**src/rtl/rstoi_pkg.sv**
```systemverilog
`timescale 1ns / 1ps
// Shared types, constants and widths for the radix string-to-integer block.
// Used by every other file of the block; depends on nothing.
package rstoi_pkg;

	localparam int MAX_SYMBOLS = 16;
	localparam int SYM_W       = 8;
	localparam int DIGIT_W     = (MAX_SYMBOLS > 2) ? $clog2(MAX_SYMBOLS) : 1;
	localparam int RADIX_W     = 5;
	localparam int VALUE_W     = 32;
	localparam int CFG_W       = 64;
	localparam int CFG_IDX_W   = 2;
	localparam int QDEPTH      = 2;
	localparam int QPTR_W      = (QDEPTH > 2) ? $clog2(QDEPTH) : 1;
	localparam int QCNT_W      = $clog2(QDEPTH + 1);

	localparam logic [CFG_IDX_W-1:0] REG_SYMBOLS_LOW  = 2'd0;
	localparam logic [CFG_IDX_W-1:0] REG_SYMBOLS_HIGH = 2'd1;
	localparam logic [CFG_IDX_W-1:0] REG_RADIX        = 2'd2;

	localparam logic [CFG_W-1:0]   SYMBOLS_LOW_RST  = 64'h0000_0000_0000_3130;
	localparam logic [CFG_W-1:0]   SYMBOLS_HIGH_RST = 64'h0;
	localparam logic [RADIX_W-1:0] RADIX_RST        = 5'd2;
	localparam logic [RADIX_W-1:0] RADIX_MIN        = 5'd2;

	localparam logic [SYM_W-1:0] CH_NUL      = 8'd0;
	localparam logic [SYM_W-1:0] CH_TAB      = 8'd9;
	localparam logic [SYM_W-1:0] CH_CR       = 8'd13;
	localparam logic [SYM_W-1:0] CH_SPACE    = 8'd32;
	localparam logic [SYM_W-1:0] CH_PLUS     = 8'h2B;
	localparam logic [SYM_W-1:0] CH_MINUS    = 8'h2D;
	localparam logic [SYM_W-1:0] CH_PRINT_LO = 8'd32;
	localparam logic [SYM_W-1:0] CH_PRINT_HI = 8'd126;

	typedef enum logic [1:0] {
		PH_WS    = 2'd0,
		PH_SIGN  = 2'd1,
		PH_DIGIT = 2'd2,
		PH_DONE  = 2'd3
	} phase_t;

	typedef struct packed {
		logic [MAX_SYMBOLS-1:0][SYM_W-1:0] symbols;
		logic [RADIX_W-1:0]                radix;
		logic                              alphabet_ok;
	} cfg_t;

	typedef struct packed {
		logic               first;
		logic               ws;
		logic               plus;
		logic               minus;
		logic               hit;
		logic [DIGIT_W-1:0] digit;
	} class_t;

endpackage

```
**src/rtl/rstoi_in_if.sv**
```systemverilog
`timescale 1ns / 1ps
// Character channel: valid/ready handshake carrying one character and its first flag.
// Depends on rstoi_pkg.
interface rstoi_in_if;
	logic                          valid;
	logic                          ready;
	logic [rstoi_pkg::SYM_W-1:0]   ch;
	logic                          first;

	modport source(output valid, output ch, output first, input ready);
	modport sink(input valid, input ch, input first, output ready);
endinterface

```
**src/rtl/rstoi_out_if.sv**
```systemverilog
`timescale 1ns / 1ps
// Result channel: valid/ready handshake carrying the converted value and base_ok.
// Depends on rstoi_pkg.
interface rstoi_out_if;
	logic                                valid;
	logic                                ready;
	logic signed [rstoi_pkg::VALUE_W-1:0] value;
	logic                                base_ok;

	modport source(output valid, output value, output base_ok, input ready);
	modport sink(input valid, input value, input base_ok, output ready);
endinterface

```
**src/rtl/radix_string_to_int.sv**
```systemverilog
`timescale 1ns / 1ps
// Top level of the radix string-to-integer converter.
// Depends on rstoi_pkg, rstoi_in_if, rstoi_out_if, rstoi_cfg, rstoi_front, rstoi_fifo, rstoi_back.
//
// Usage: characters arrive on the chars channel, one item per character, with
// first set on the first character of each string. Leading whitespace is
// skipped, a run of plus and minus signs sets the sign, and symbols of the
// configured alphabet are accumulated as digits. The first other character, or
// a zero byte, makes one result item on the results channel; later characters
// are dropped until the next first flag. An invalid alphabet gives value 0 with
// base_ok low. The alphabet and radix are to be written through wr_en, wr_idx
// and wr_data only while the block is idle; the block itself does not enforce
// this. The validity check is registered and follows a write in the next cycle.
// Throughput is one character per cycle while the queue is not full. An accepted
// character is written into the classified-character queue, and the parser takes
// it into the result register, where results.valid is raised when it ends a string.
// When results.ready is low and a result is waiting, the result register holds and
// the parser stops; the two-entry queue keeps accepting characters until it is full.
// Reset restores the alphabet "01" with radix 2, empties the queue and leaves
// the parser waiting for a first flag.
module radix_string_to_int (
	input  logic                             clk,
	input  logic                             arst_n,
	rstoi_in_if.sink                         chars,
	rstoi_out_if.source                      results,
	input  logic                             wr_en,
	input  logic [rstoi_pkg::CFG_IDX_W-1:0]  wr_idx,
	input  logic [rstoi_pkg::CFG_W-1:0]      wr_data
);

	rstoi_pkg::cfg_t   cfg;
	rstoi_pkg::class_t cls;
	rstoi_pkg::class_t head;
	logic              push;
	logic              pop;
	logic              q_full;
	logic              q_empty;

	rstoi_cfg u_cfg (
		.clk     (clk),
		.arst_n  (arst_n),
		.wr_en   (wr_en),
		.wr_idx  (wr_idx),
		.wr_data (wr_data),
		.cfg     (cfg)
	);

	rstoi_front u_front (
		.chars  (chars),
		.cfg    (cfg),
		.q_full (q_full),
		.push   (push),
		.cls    (cls)
	);

	rstoi_fifo u_fifo (
		.clk    (clk),
		.arst_n (arst_n),
		.push   (push),
		.wdata  (cls),
		.pop    (pop),
		.rdata  (head),
		.full   (q_full),
		.empty  (q_empty)
	);

	rstoi_back u_back (
		.clk     (clk),
		.arst_n  (arst_n),
		.cfg     (cfg),
		.e       (head),
		.q_empty (q_empty),
		.pop     (pop),
		.results (results)
	);

endmodule

```
**src/rtl/rstoi_cfg.sv**
```systemverilog
`timescale 1ns / 1ps
// Configuration registers and the registered alphabet validity check.
// Depends on rstoi_pkg.
module rstoi_cfg (
	input  logic                              clk,
	input  logic                              arst_n,
	input  logic                              wr_en,
	input  logic [rstoi_pkg::CFG_IDX_W-1:0]   wr_idx,
	input  logic [rstoi_pkg::CFG_W-1:0]       wr_data,
	output rstoi_pkg::cfg_t                   cfg
);

	logic [rstoi_pkg::CFG_W-1:0]   sym_low_q;
	logic [rstoi_pkg::CFG_W-1:0]   sym_high_q;
	logic [rstoi_pkg::RADIX_W-1:0] radix_q;
	logic                          alphabet_ok_q;
	logic [2*rstoi_pkg::CFG_W-1:0] sym_all;
	logic [rstoi_pkg::MAX_SYMBOLS-1:0][rstoi_pkg::SYM_W-1:0] syms;
	logic                          ok;

	always_ff @(posedge clk or negedge arst_n) begin
		if (!arst_n) begin
			sym_low_q  <= rstoi_pkg::SYMBOLS_LOW_RST;
			sym_high_q <= rstoi_pkg::SYMBOLS_HIGH_RST;
			radix_q    <= rstoi_pkg::RADIX_RST;
		end else if (wr_en) begin
			unique case (wr_idx)
				rstoi_pkg::REG_SYMBOLS_LOW:  sym_low_q  <= wr_data;
				rstoi_pkg::REG_SYMBOLS_HIGH: sym_high_q <= wr_data;
				rstoi_pkg::REG_RADIX:        radix_q    <= wr_data[rstoi_pkg::RADIX_W-1:0];
				default: ;
			endcase
		end
	end

	assign sym_all = {sym_high_q, sym_low_q};

	always_comb begin
		for (int k = 0; k < rstoi_pkg::MAX_SYMBOLS; k++) begin
			syms[k] = sym_all[k*rstoi_pkg::SYM_W +: rstoi_pkg::SYM_W];
		end
	end

	always_comb begin
		ok = (radix_q >= rstoi_pkg::RADIX_MIN) &&
			(radix_q <= rstoi_pkg::RADIX_W'(rstoi_pkg::MAX_SYMBOLS));
		for (int a = 0; a < rstoi_pkg::MAX_SYMBOLS; a++) begin
			if (rstoi_pkg::RADIX_W'(a) < radix_q) begin
				if (syms[a] < rstoi_pkg::CH_PRINT_LO || syms[a] > rstoi_pkg::CH_PRINT_HI ||
					syms[a] == rstoi_pkg::CH_PLUS || syms[a] == rstoi_pkg::CH_MINUS) begin
					ok = 1'b0;
				end
				for (int b = a + 1; b < rstoi_pkg::MAX_SYMBOLS; b++) begin
					if (rstoi_pkg::RADIX_W'(b) < radix_q && syms[b] == syms[a]) begin
						ok = 1'b0;
					end
				end
			end
		end
	end

	always_ff @(posedge clk or negedge arst_n) begin
		if (!arst_n) begin
			alphabet_ok_q <= 1'b1;
		end else begin
			alphabet_ok_q <= ok;
		end
	end

	assign cfg.symbols     = syms;
	assign cfg.radix       = radix_q;
	assign cfg.alphabet_ok = alphabet_ok_q;

endmodule

```
**src/rtl/rstoi_front.sv**
```systemverilog
`timescale 1ns / 1ps
// Front end: accepts characters and classifies them (whitespace, sign, digit lookup).
// Depends on rstoi_pkg and rstoi_in_if.
module rstoi_front (
	rstoi_in_if.sink        chars,
	input  rstoi_pkg::cfg_t cfg,
	input  logic            q_full,
	output logic            push,
	output rstoi_pkg::class_t cls
);

	assign chars.ready = !q_full;
	assign push        = chars.valid && !q_full;

	always_comb begin
		cls.first = chars.first;
		cls.ws    = (chars.ch == rstoi_pkg::CH_SPACE) ||
			(chars.ch >= rstoi_pkg::CH_TAB && chars.ch <= rstoi_pkg::CH_CR);
		cls.plus  = (chars.ch == rstoi_pkg::CH_PLUS);
		cls.minus = (chars.ch == rstoi_pkg::CH_MINUS);
		cls.hit   = 1'b0;
		cls.digit = '0;
		// Lowest matching position wins.
		for (int k = rstoi_pkg::MAX_SYMBOLS - 1; k >= 0; k--) begin
			if (rstoi_pkg::RADIX_W'(k) < cfg.radix && cfg.symbols[k] == chars.ch) begin
				cls.hit   = 1'b1;
				cls.digit = rstoi_pkg::DIGIT_W'(k);
			end
		end
		if (chars.ch == rstoi_pkg::CH_NUL) begin
			cls.hit = 1'b0;
		end
	end

endmodule

```
**src/rtl/rstoi_fifo.sv**
```systemverilog
`timescale 1ns / 1ps
// Short queue of classified characters between the front and back ends.
// Depends on rstoi_pkg.
module rstoi_fifo (
	input  logic              clk,
	input  logic              arst_n,
	input  logic              push,
	input  rstoi_pkg::class_t wdata,
	input  logic              pop,
	output rstoi_pkg::class_t rdata,
	output logic              full,
	output logic              empty
);

	rstoi_pkg::class_t               mem_q [rstoi_pkg::QDEPTH];
	logic [rstoi_pkg::QPTR_W-1:0]    wr_ptr_q;
	logic [rstoi_pkg::QPTR_W-1:0]    rd_ptr_q;
	logic [rstoi_pkg::QCNT_W-1:0]    count_q;

	function automatic logic [rstoi_pkg::QPTR_W-1:0] ptr_inc(
		input logic [rstoi_pkg::QPTR_W-1:0] p);
		return (p == rstoi_pkg::QPTR_W'(rstoi_pkg::QDEPTH - 1)) ? '0 : p + 1'b1;
	endfunction

	assign full  = (count_q == rstoi_pkg::QCNT_W'(rstoi_pkg::QDEPTH));
	assign empty = (count_q == '0);
	assign rdata = mem_q[rd_ptr_q];

	always_ff @(posedge clk) begin
		if (push) begin
			mem_q[wr_ptr_q] <= wdata;
		end
	end

	always_ff @(posedge clk or negedge arst_n) begin
		if (!arst_n) begin
			wr_ptr_q <= '0;
			rd_ptr_q <= '0;
			count_q  <= '0;
		end else begin
			if (push) begin
				wr_ptr_q <= ptr_inc(wr_ptr_q);
			end
			if (pop) begin
				rd_ptr_q <= ptr_inc(rd_ptr_q);
			end
			if (push && !pop) begin
				count_q <= count_q + 1'b1;
			end else if (pop && !push) begin
				count_q <= count_q - 1'b1;
			end
		end
	end

	a_no_overflow: assert property (@(posedge clk) disable iff (!arst_n)
		count_q <= rstoi_pkg::QCNT_W'(rstoi_pkg::QDEPTH))
		else $error("queue count above depth");

	a_no_underflow: assert property (@(posedge clk) disable iff (!arst_n)
		pop |-> !empty)
		else $error("pop from empty queue");

	a_no_push_full: assert property (@(posedge clk) disable iff (!arst_n)
		(full && !pop) |-> !push)
		else $error("push into full queue");

endmodule

```
**src/rtl/rstoi_back.sv**
```systemverilog
`timescale 1ns / 1ps
// Back end: parser state, digit accumulation and the registered result stage.
// Depends on rstoi_pkg and rstoi_out_if.
module rstoi_back (
	input  logic              clk,
	input  logic              arst_n,
	input  rstoi_pkg::cfg_t   cfg,
	input  rstoi_pkg::class_t e,
	input  logic              q_empty,
	output logic              pop,
	rstoi_out_if.source       results
);

	rstoi_pkg::phase_t                 phase_q;
	logic                              neg_q;
	logic [rstoi_pkg::VALUE_W-1:0]     accum_q;
	logic                              res_valid_q;
	logic [rstoi_pkg::VALUE_W-1:0]     value_q;
	logic                              base_ok_q;

	rstoi_pkg::phase_t                 ph;
	rstoi_pkg::phase_t                 ph_n;
	logic                              ng;
	logic                              ng_n;
	logic [rstoi_pkg::VALUE_W-1:0]     ac;
	logic [rstoi_pkg::VALUE_W-1:0]     ac_n;
	logic [rstoi_pkg::VALUE_W-1:0]     mul;
	logic                              emit;
	logic                              emit_ok;
	logic [rstoi_pkg::VALUE_W-1:0]     emit_val;

	assign pop = !q_empty && (!res_valid_q || results.ready);

	assign mul = ac * rstoi_pkg::VALUE_W'(cfg.radix);

	always_comb begin
		ph       = e.first ? rstoi_pkg::PH_WS : phase_q;
		ng       = e.first ? 1'b0 : neg_q;
		ac       = e.first ? '0 : accum_q;
		ph_n     = ph;
		ng_n     = ng;
		ac_n     = ac;
		emit     = 1'b0;
		emit_ok  = 1'b0;
		emit_val = '0;
		if (ph != rstoi_pkg::PH_DONE) begin
			if (!cfg.alphabet_ok) begin
				ph_n = rstoi_pkg::PH_DONE;
				emit = 1'b1;
			end else if (!(ph == rstoi_pkg::PH_WS && e.ws)) begin
				priority if ((ph == rstoi_pkg::PH_WS || ph == rstoi_pkg::PH_SIGN) &&
					(e.plus || e.minus)) begin
					ph_n = rstoi_pkg::PH_SIGN;
					ng_n = ng ^ e.minus;
				end else if (e.hit) begin
					ph_n = rstoi_pkg::PH_DIGIT;
					ac_n = mul + rstoi_pkg::VALUE_W'(e.digit);
				end else begin
					ph_n     = rstoi_pkg::PH_DONE;
					emit     = 1'b1;
					emit_ok  = 1'b1;
					emit_val = ng ? (rstoi_pkg::VALUE_W'(0) - ac) : ac;
				end
			end
		end
	end

	always_ff @(posedge clk or negedge arst_n) begin
		if (!arst_n) begin
			phase_q     <= rstoi_pkg::PH_DONE;
			neg_q       <= 1'b0;
			accum_q     <= '0;
			res_valid_q <= 1'b0;
		end else begin
			if (pop) begin
				phase_q <= ph_n;
				neg_q   <= ng_n;
				accum_q <= ac_n;
			end
			if (pop && emit) begin
				res_valid_q <= 1'b1;
			end else if (results.ready) begin
				res_valid_q <= 1'b0;
			end
		end
	end

	always_ff @(posedge clk) begin
		if (pop && emit) begin
			value_q   <= emit_val;
			base_ok_q <= emit_ok;
		end
	end

	assign results.valid   = res_valid_q;
	assign results.value   = value_q;
	assign results.base_ok = base_ok_q;

	a_bad_base_zero: assert property (@(posedge clk) disable iff (!arst_n)
		(res_valid_q && !base_ok_q) |-> (value_q == '0))
		else $error("invalid alphabet result with nonzero value");

	a_emit_done: assert property (@(posedge clk) disable iff (!arst_n)
		(pop && emit) |=> (phase_q == rstoi_pkg::PH_DONE))
		else $error("parser not done after a result");

	a_hold_stalled: assert property (@(posedge clk) disable iff (!arst_n)
		(res_valid_q && !results.ready) |-> !pop)
		else $error("queue popped while result stalled");

endmodule

```
**src/flat_wrapper.sv**
```systemverilog
// flat-port wrapper written by rule: the top's interface ports become plain ports
module radix_string_to_int_flat 
  (clk, arst_n, wr_en, wr_idx, wr_data, chars_valid, chars_ch, chars_first, chars_ready, results_valid, results_value, results_base_ok, results_ready);
  rstoi_in_if chars_i ();
  rstoi_out_if results_i ();
  input  logic clk;
  input  logic arst_n;
  input  logic wr_en;
  input  logic [rstoi_pkg::CFG_IDX_W-1:0] wr_idx;
  input  logic [rstoi_pkg::CFG_W-1:0] wr_data;
  input wire logic [$bits(chars_i.valid)-1:0] chars_valid;
  input wire logic [$bits(chars_i.ch)-1:0] chars_ch;
  input wire logic [$bits(chars_i.first)-1:0] chars_first;
  output wire logic [$bits(chars_i.ready)-1:0] chars_ready;
  output wire logic [$bits(results_i.valid)-1:0] results_valid;
  output wire logic [$bits(results_i.value)-1:0] results_value;
  output wire logic [$bits(results_i.base_ok)-1:0] results_base_ok;
  input wire logic [$bits(results_i.ready)-1:0] results_ready;
  assign chars_i.valid = chars_valid;
  assign chars_i.ch = chars_ch;
  assign chars_i.first = chars_first;
  assign chars_ready = chars_i.ready;
  assign results_valid = results_i.valid;
  assign results_value = results_i.value;
  assign results_base_ok = results_i.base_ok;
  assign results_i.ready = results_ready;
  radix_string_to_int u_core (.clk(clk), .arst_n(arst_n), .chars(chars_i), .results(results_i), .wr_en(wr_en), .wr_idx(wr_idx), .wr_data(wr_data));
endmodule
```
**config.mk**
```make
export PLATFORM = sky130hd
export DESIGN_NAME = radix_string_to_int_flat
export DESIGN_NICKNAME = d
export VERILOG_FILES = /design/src/rtl/rstoi_pkg.sv /design/src/rtl/rstoi_in_if.sv /design/src/rtl/rstoi_out_if.sv /design/src/rtl/radix_string_to_int.sv /design/src/rtl/rstoi_cfg.sv /design/src/rtl/rstoi_front.sv /design/src/rtl/rstoi_fifo.sv /design/src/rtl/rstoi_back.sv /design/src/flat_wrapper.sv
export SDC_FILE = /design/constraint.sdc
export NUM_CORES = 2
export LEC_CHECK = 0
export BUFFER_PORTS_ARGS = -buffer_cell sky130_fd_sc_hd__clkbuf_2
export CAP_MARGIN = 10
export CORE_UTILIZATION = 45
export CTS_CLUSTER_SIZE = 16
export DETAILED_ROUTE_END_ITERATION = 10
export SLEW_MARGIN = 20
export SYNTH_ARGS = -nofsm -noshare
export SYNTH_HDL_FRONTEND = slang
export SYNTH_SLANG_ARGS = --single-unit
```
**constraint.sdc**
```tcl
create_clock -name clk -period 7.5 [get_ports clk]
set_input_delay 0.75 -clock clk [delete_from_list [all_inputs] [get_ports clk]]
set_output_delay 0.75 -clock clk [all_outputs]
set_load 0.005 [all_outputs]
```
==> impl_metrics.tcl <==
set metrics [dict create \
    outcome "complete, no violations" \
    cts_root_buf "clkbuf_16" \
    cp.required_ns 7.98 \
    arrival_ns 6.47 \
    fill_cells 5962 \
    placed_area_um2 29500 \
    antenna_cells 0 \
    synth.cell_area_um2 28800 \
    num_vias 25180 \
    rsz0062_at_grt "no" \
    wl_per_cell_um 26.0 \
    ys_ff_latch 225 \
    synth_common_cells "xnor2_1, xor2_1, buf_2" \
    timing.rr.start "u_core.u_fifo.rd_ptr_q$_DFFE_PN0P_" \
    antenna_found_initial 1 \
    tightest_slew_ns 1.26 \
    synth_nets 3493 \
    totalWireLength_um 105000 \
    finalNetCount 3397 \
    period_minus_slack_ns 5.98 \
    drive_above_1_share_pct 14.9 \
    die_y_um 255 \
    hold_violations 0 \
    drv_slew 0 \
    cellLeakagePower_nw 11.5 \
    ys_warn_count 0 \
    synth_most_common_cell "xnor2_1" \
    dpl.hpwl_um 68100 \
    clock_path_buffers 3 \
    crit_type "reg2reg" \
    cts_buffers 29 \
    synth_top_cell_by_area "xnor2_1" \
    drc 0 \
    r2r_setup_slack_ns 1.52 \
    die_w_um 255 \
    grt_max_degree 75 \
    synth_area_leaders "xnor2_1, dfrtp_1, xor2_1" \
    setup_violations 0 \
    final_cells 4034 \
    port_buffers 114 \
    reg2regPathDepth 16 \
    critPathLaunchType "register" \
    hold_ws_ns 0.0976 \
    cts_setup_buffers 0 \
    cts_tree "done" \
    num_rows 92 \
    reg2reg_to "u_core.u_back.accum_q[30]$_DFFE_PN0P_" \
    synthCells 3263 \
    grt_pass1_wl_um 157000 \
    dieArea_um2 65000 \
    timing.slew.headroom_pct 16.0 \
    ys.flop_type "dfrtp_1" \
    critical_path.max_fanout 69 \
    drv_cap 0 \
    cts_sinks 225 \
    cts_hold_buf 0 \
    area.growth.synth_to_final_pct 6.09 \
    post-route-period-util_pct 79.8 \
    grt_remaining_overflow 0 \
    worstSetupEndpointType "register" \
    finClkSkew_ns 0.0279 \
    clock_latency_ns 0.61 \
    ys_types 81 \
    initial_core_util_pct 45.6 \
    dp.cells 3981 \
    grt.total_usage_pct 31.9 \
    max_freq_mhz 167 \
    ir_drop_v 0.000282 \
    synth-edff-count 51 \
    firstDrtPassIters 6 \
    synth_seq_area_share_pct 20.5 \
    netlist.area_leader.share_pct 23.0 \
    final_area_um2 30500 \
    final_antenna_net_count 0 \
    post_cts_resized 0 \
    tns_ns 0 \
    core_area_um2 63200 \
    power_mw 7.92 \
    powerDensity_nw_per_um2 259 \
    vias_per_cell 6.24 \
    hold_class "in2async" \
    h-tree-depth 1 \
    clk_pin_slew_ns 0.06 \
    synth_area_per_cell_um2 8.82 \
    io_pins 115 \
    first_global_vias 25250 \
    drt_iter0_drc 2375 \
    async_flop_share_pct 77.3 \
    place_congestion 0.973 \
]
-- worst max-delay path by stage --
stage	startpoint	to	slack (ns)	cells past startpoint
2_1_floorplan	u_core.u_fifo.rd_ptr_q$_DFFE_PN0P_	u_core.u_back.accum_q[30]$_DFFE_PN0P_	2.10	19
3_3_place_gp	u_core.u_fifo.rd_ptr_q$_DFFE_PN0P_	u_core.u_back.accum_q[28]$_DFFE_PN0P_	1.55	16
3_5_place_dp	u_core.u_fifo.rd_ptr_q$_DFFE_PN0P_	u_core.u_back.accum_q[30]$_DFFE_PN0P_	1.53	16
4_1_cts	u_core.u_fifo.rd_ptr_q$_DFFE_PN0P_	u_core.u_back.accum_q[30]$_DFFE_PN0P_	1.51	16
5_1_grt	u_core.u_fifo.rd_ptr_q$_DFFE_PN0P_	u_core.u_back.accum_q[31]$_DFFE_PN0P_	1.05	16
6_report	u_core.u_fifo.rd_ptr_q$_DFFE_PN0P_	u_core.u_back.accum_q[30]$_DFFE_PN0P_	1.52	16
-- worst max-delay path, stage by stage, from the launching register on --
cell and delay [ns]:
dfrtp_1 0.67, mux2i_4 0.59, buf_4 0.61, nand3_1 0.19, fa_1 0.55, fa_1 0.43, fa_1 0.49, inv_1 0.04
ha_1 0.36, a211o_1 0.32, a21oi_1 0.25, o2111ai_1 0.26, nand3_1 0.20, a211oi_2 0.12, o211a_1 0.24, or3_1 0.30
a32o_1 0.24
-- cell families after synthesis --
| group | after synthesis | share of synthesized area, % |
|---|---|---|
| adders and majority gates | 150 | 8.76 |
| DFF | 225 | 20.5 |
| AOI/OAI and AO/OA | 281 | 6.64 |
| and+or+nand+nor | 841 | 15.7 |
| xor gates and xnor gates | 1148 | 34.9 |
| buffers and inverters | 474 | 7.85 |
| muxes | 144 | 5.65 |
-- layout by cell type (no fill, tap or decap), types with 56 or more instances in the layout --
cell type / count
inv_1: 108
nor4_1: 115
xor2_1: 393
fa_1: 86
xnor2_1: 755
nand2_1: 173
nor3_1: 79
buf_4: 123
and3_1: 73
clkbuf_2: 113
o21ai_0: 67
nor2_1: 88
nand4_1: 186
nand3_1: 56
ha_1: 64
mux2_2: 138
dfrtp_1: 155
-- stage by stage --
stage / worst slack [ns] / util, %
after floorplan: 2.10 / -
after global placement: 1.55 / 46.7
after detailed placement: 1.53 / 46.7
after CTS: 1.51 / 48.3
after global routing: 1.05 / 48.3
final: 1.52 / 48.3
-- where the power goes --
group,internal (mW),total [mW],switching (mW)
Combinational,1.80,4.41,2.61
Clock,0.891,1.47,0.579
Sequential,1.52,2.04,0.520
Total,4.21,7.92,3.71
-- routing by layer --
metal / track usage, % / vias up / share of wire [%]
li1: - / 10794 / -
met1: 39.8 / 12386 / 39
met2: 51.0 / 1510 / 44
met3: 5.67 / 488 / 9.8
met4: 20.2 / 2 / 7.1
met5: 0 / - / 0.014
-- sequential cells by signal, indices dropped and copies added, names as in the netlist --
name,cells
u_core.u_back.results.valid,1
u_core.u_fifo.count_q,2
u_core.u_back.neg_q,1
u_core.u_cfg.alphabet_ok_q,1
u_core.u_fifo.mem_q,18
u_core.u_cfg.sym_high_q,64
u_core.u_back.phase_q,2
u_core.u_back.accum_q,32
u_core.u_fifo.rd_ptr_q,1
u_core.u_cfg.sym_low_q,64
u_core.u_fifo.wr_ptr_q,1
u_core.u_back.results.base_ok,1
u_core.u_cfg.radix_q,5
u_core.u_back.results.value,32
-- layout make-up --
cell class                 instances  area [um^2]  share of cell area (%)
clock buffer                      40          848                    2.78
clock inverter                    12          158                   0.516
inverter                         109          409                    1.34
multi-input combinational       2564        20600                    67.6
sequential                       225         5910                    19.3
tap                              846         1060                    3.47
timing repair buffer             238         1520                    4.97
(Power assumes the default switching activity.)
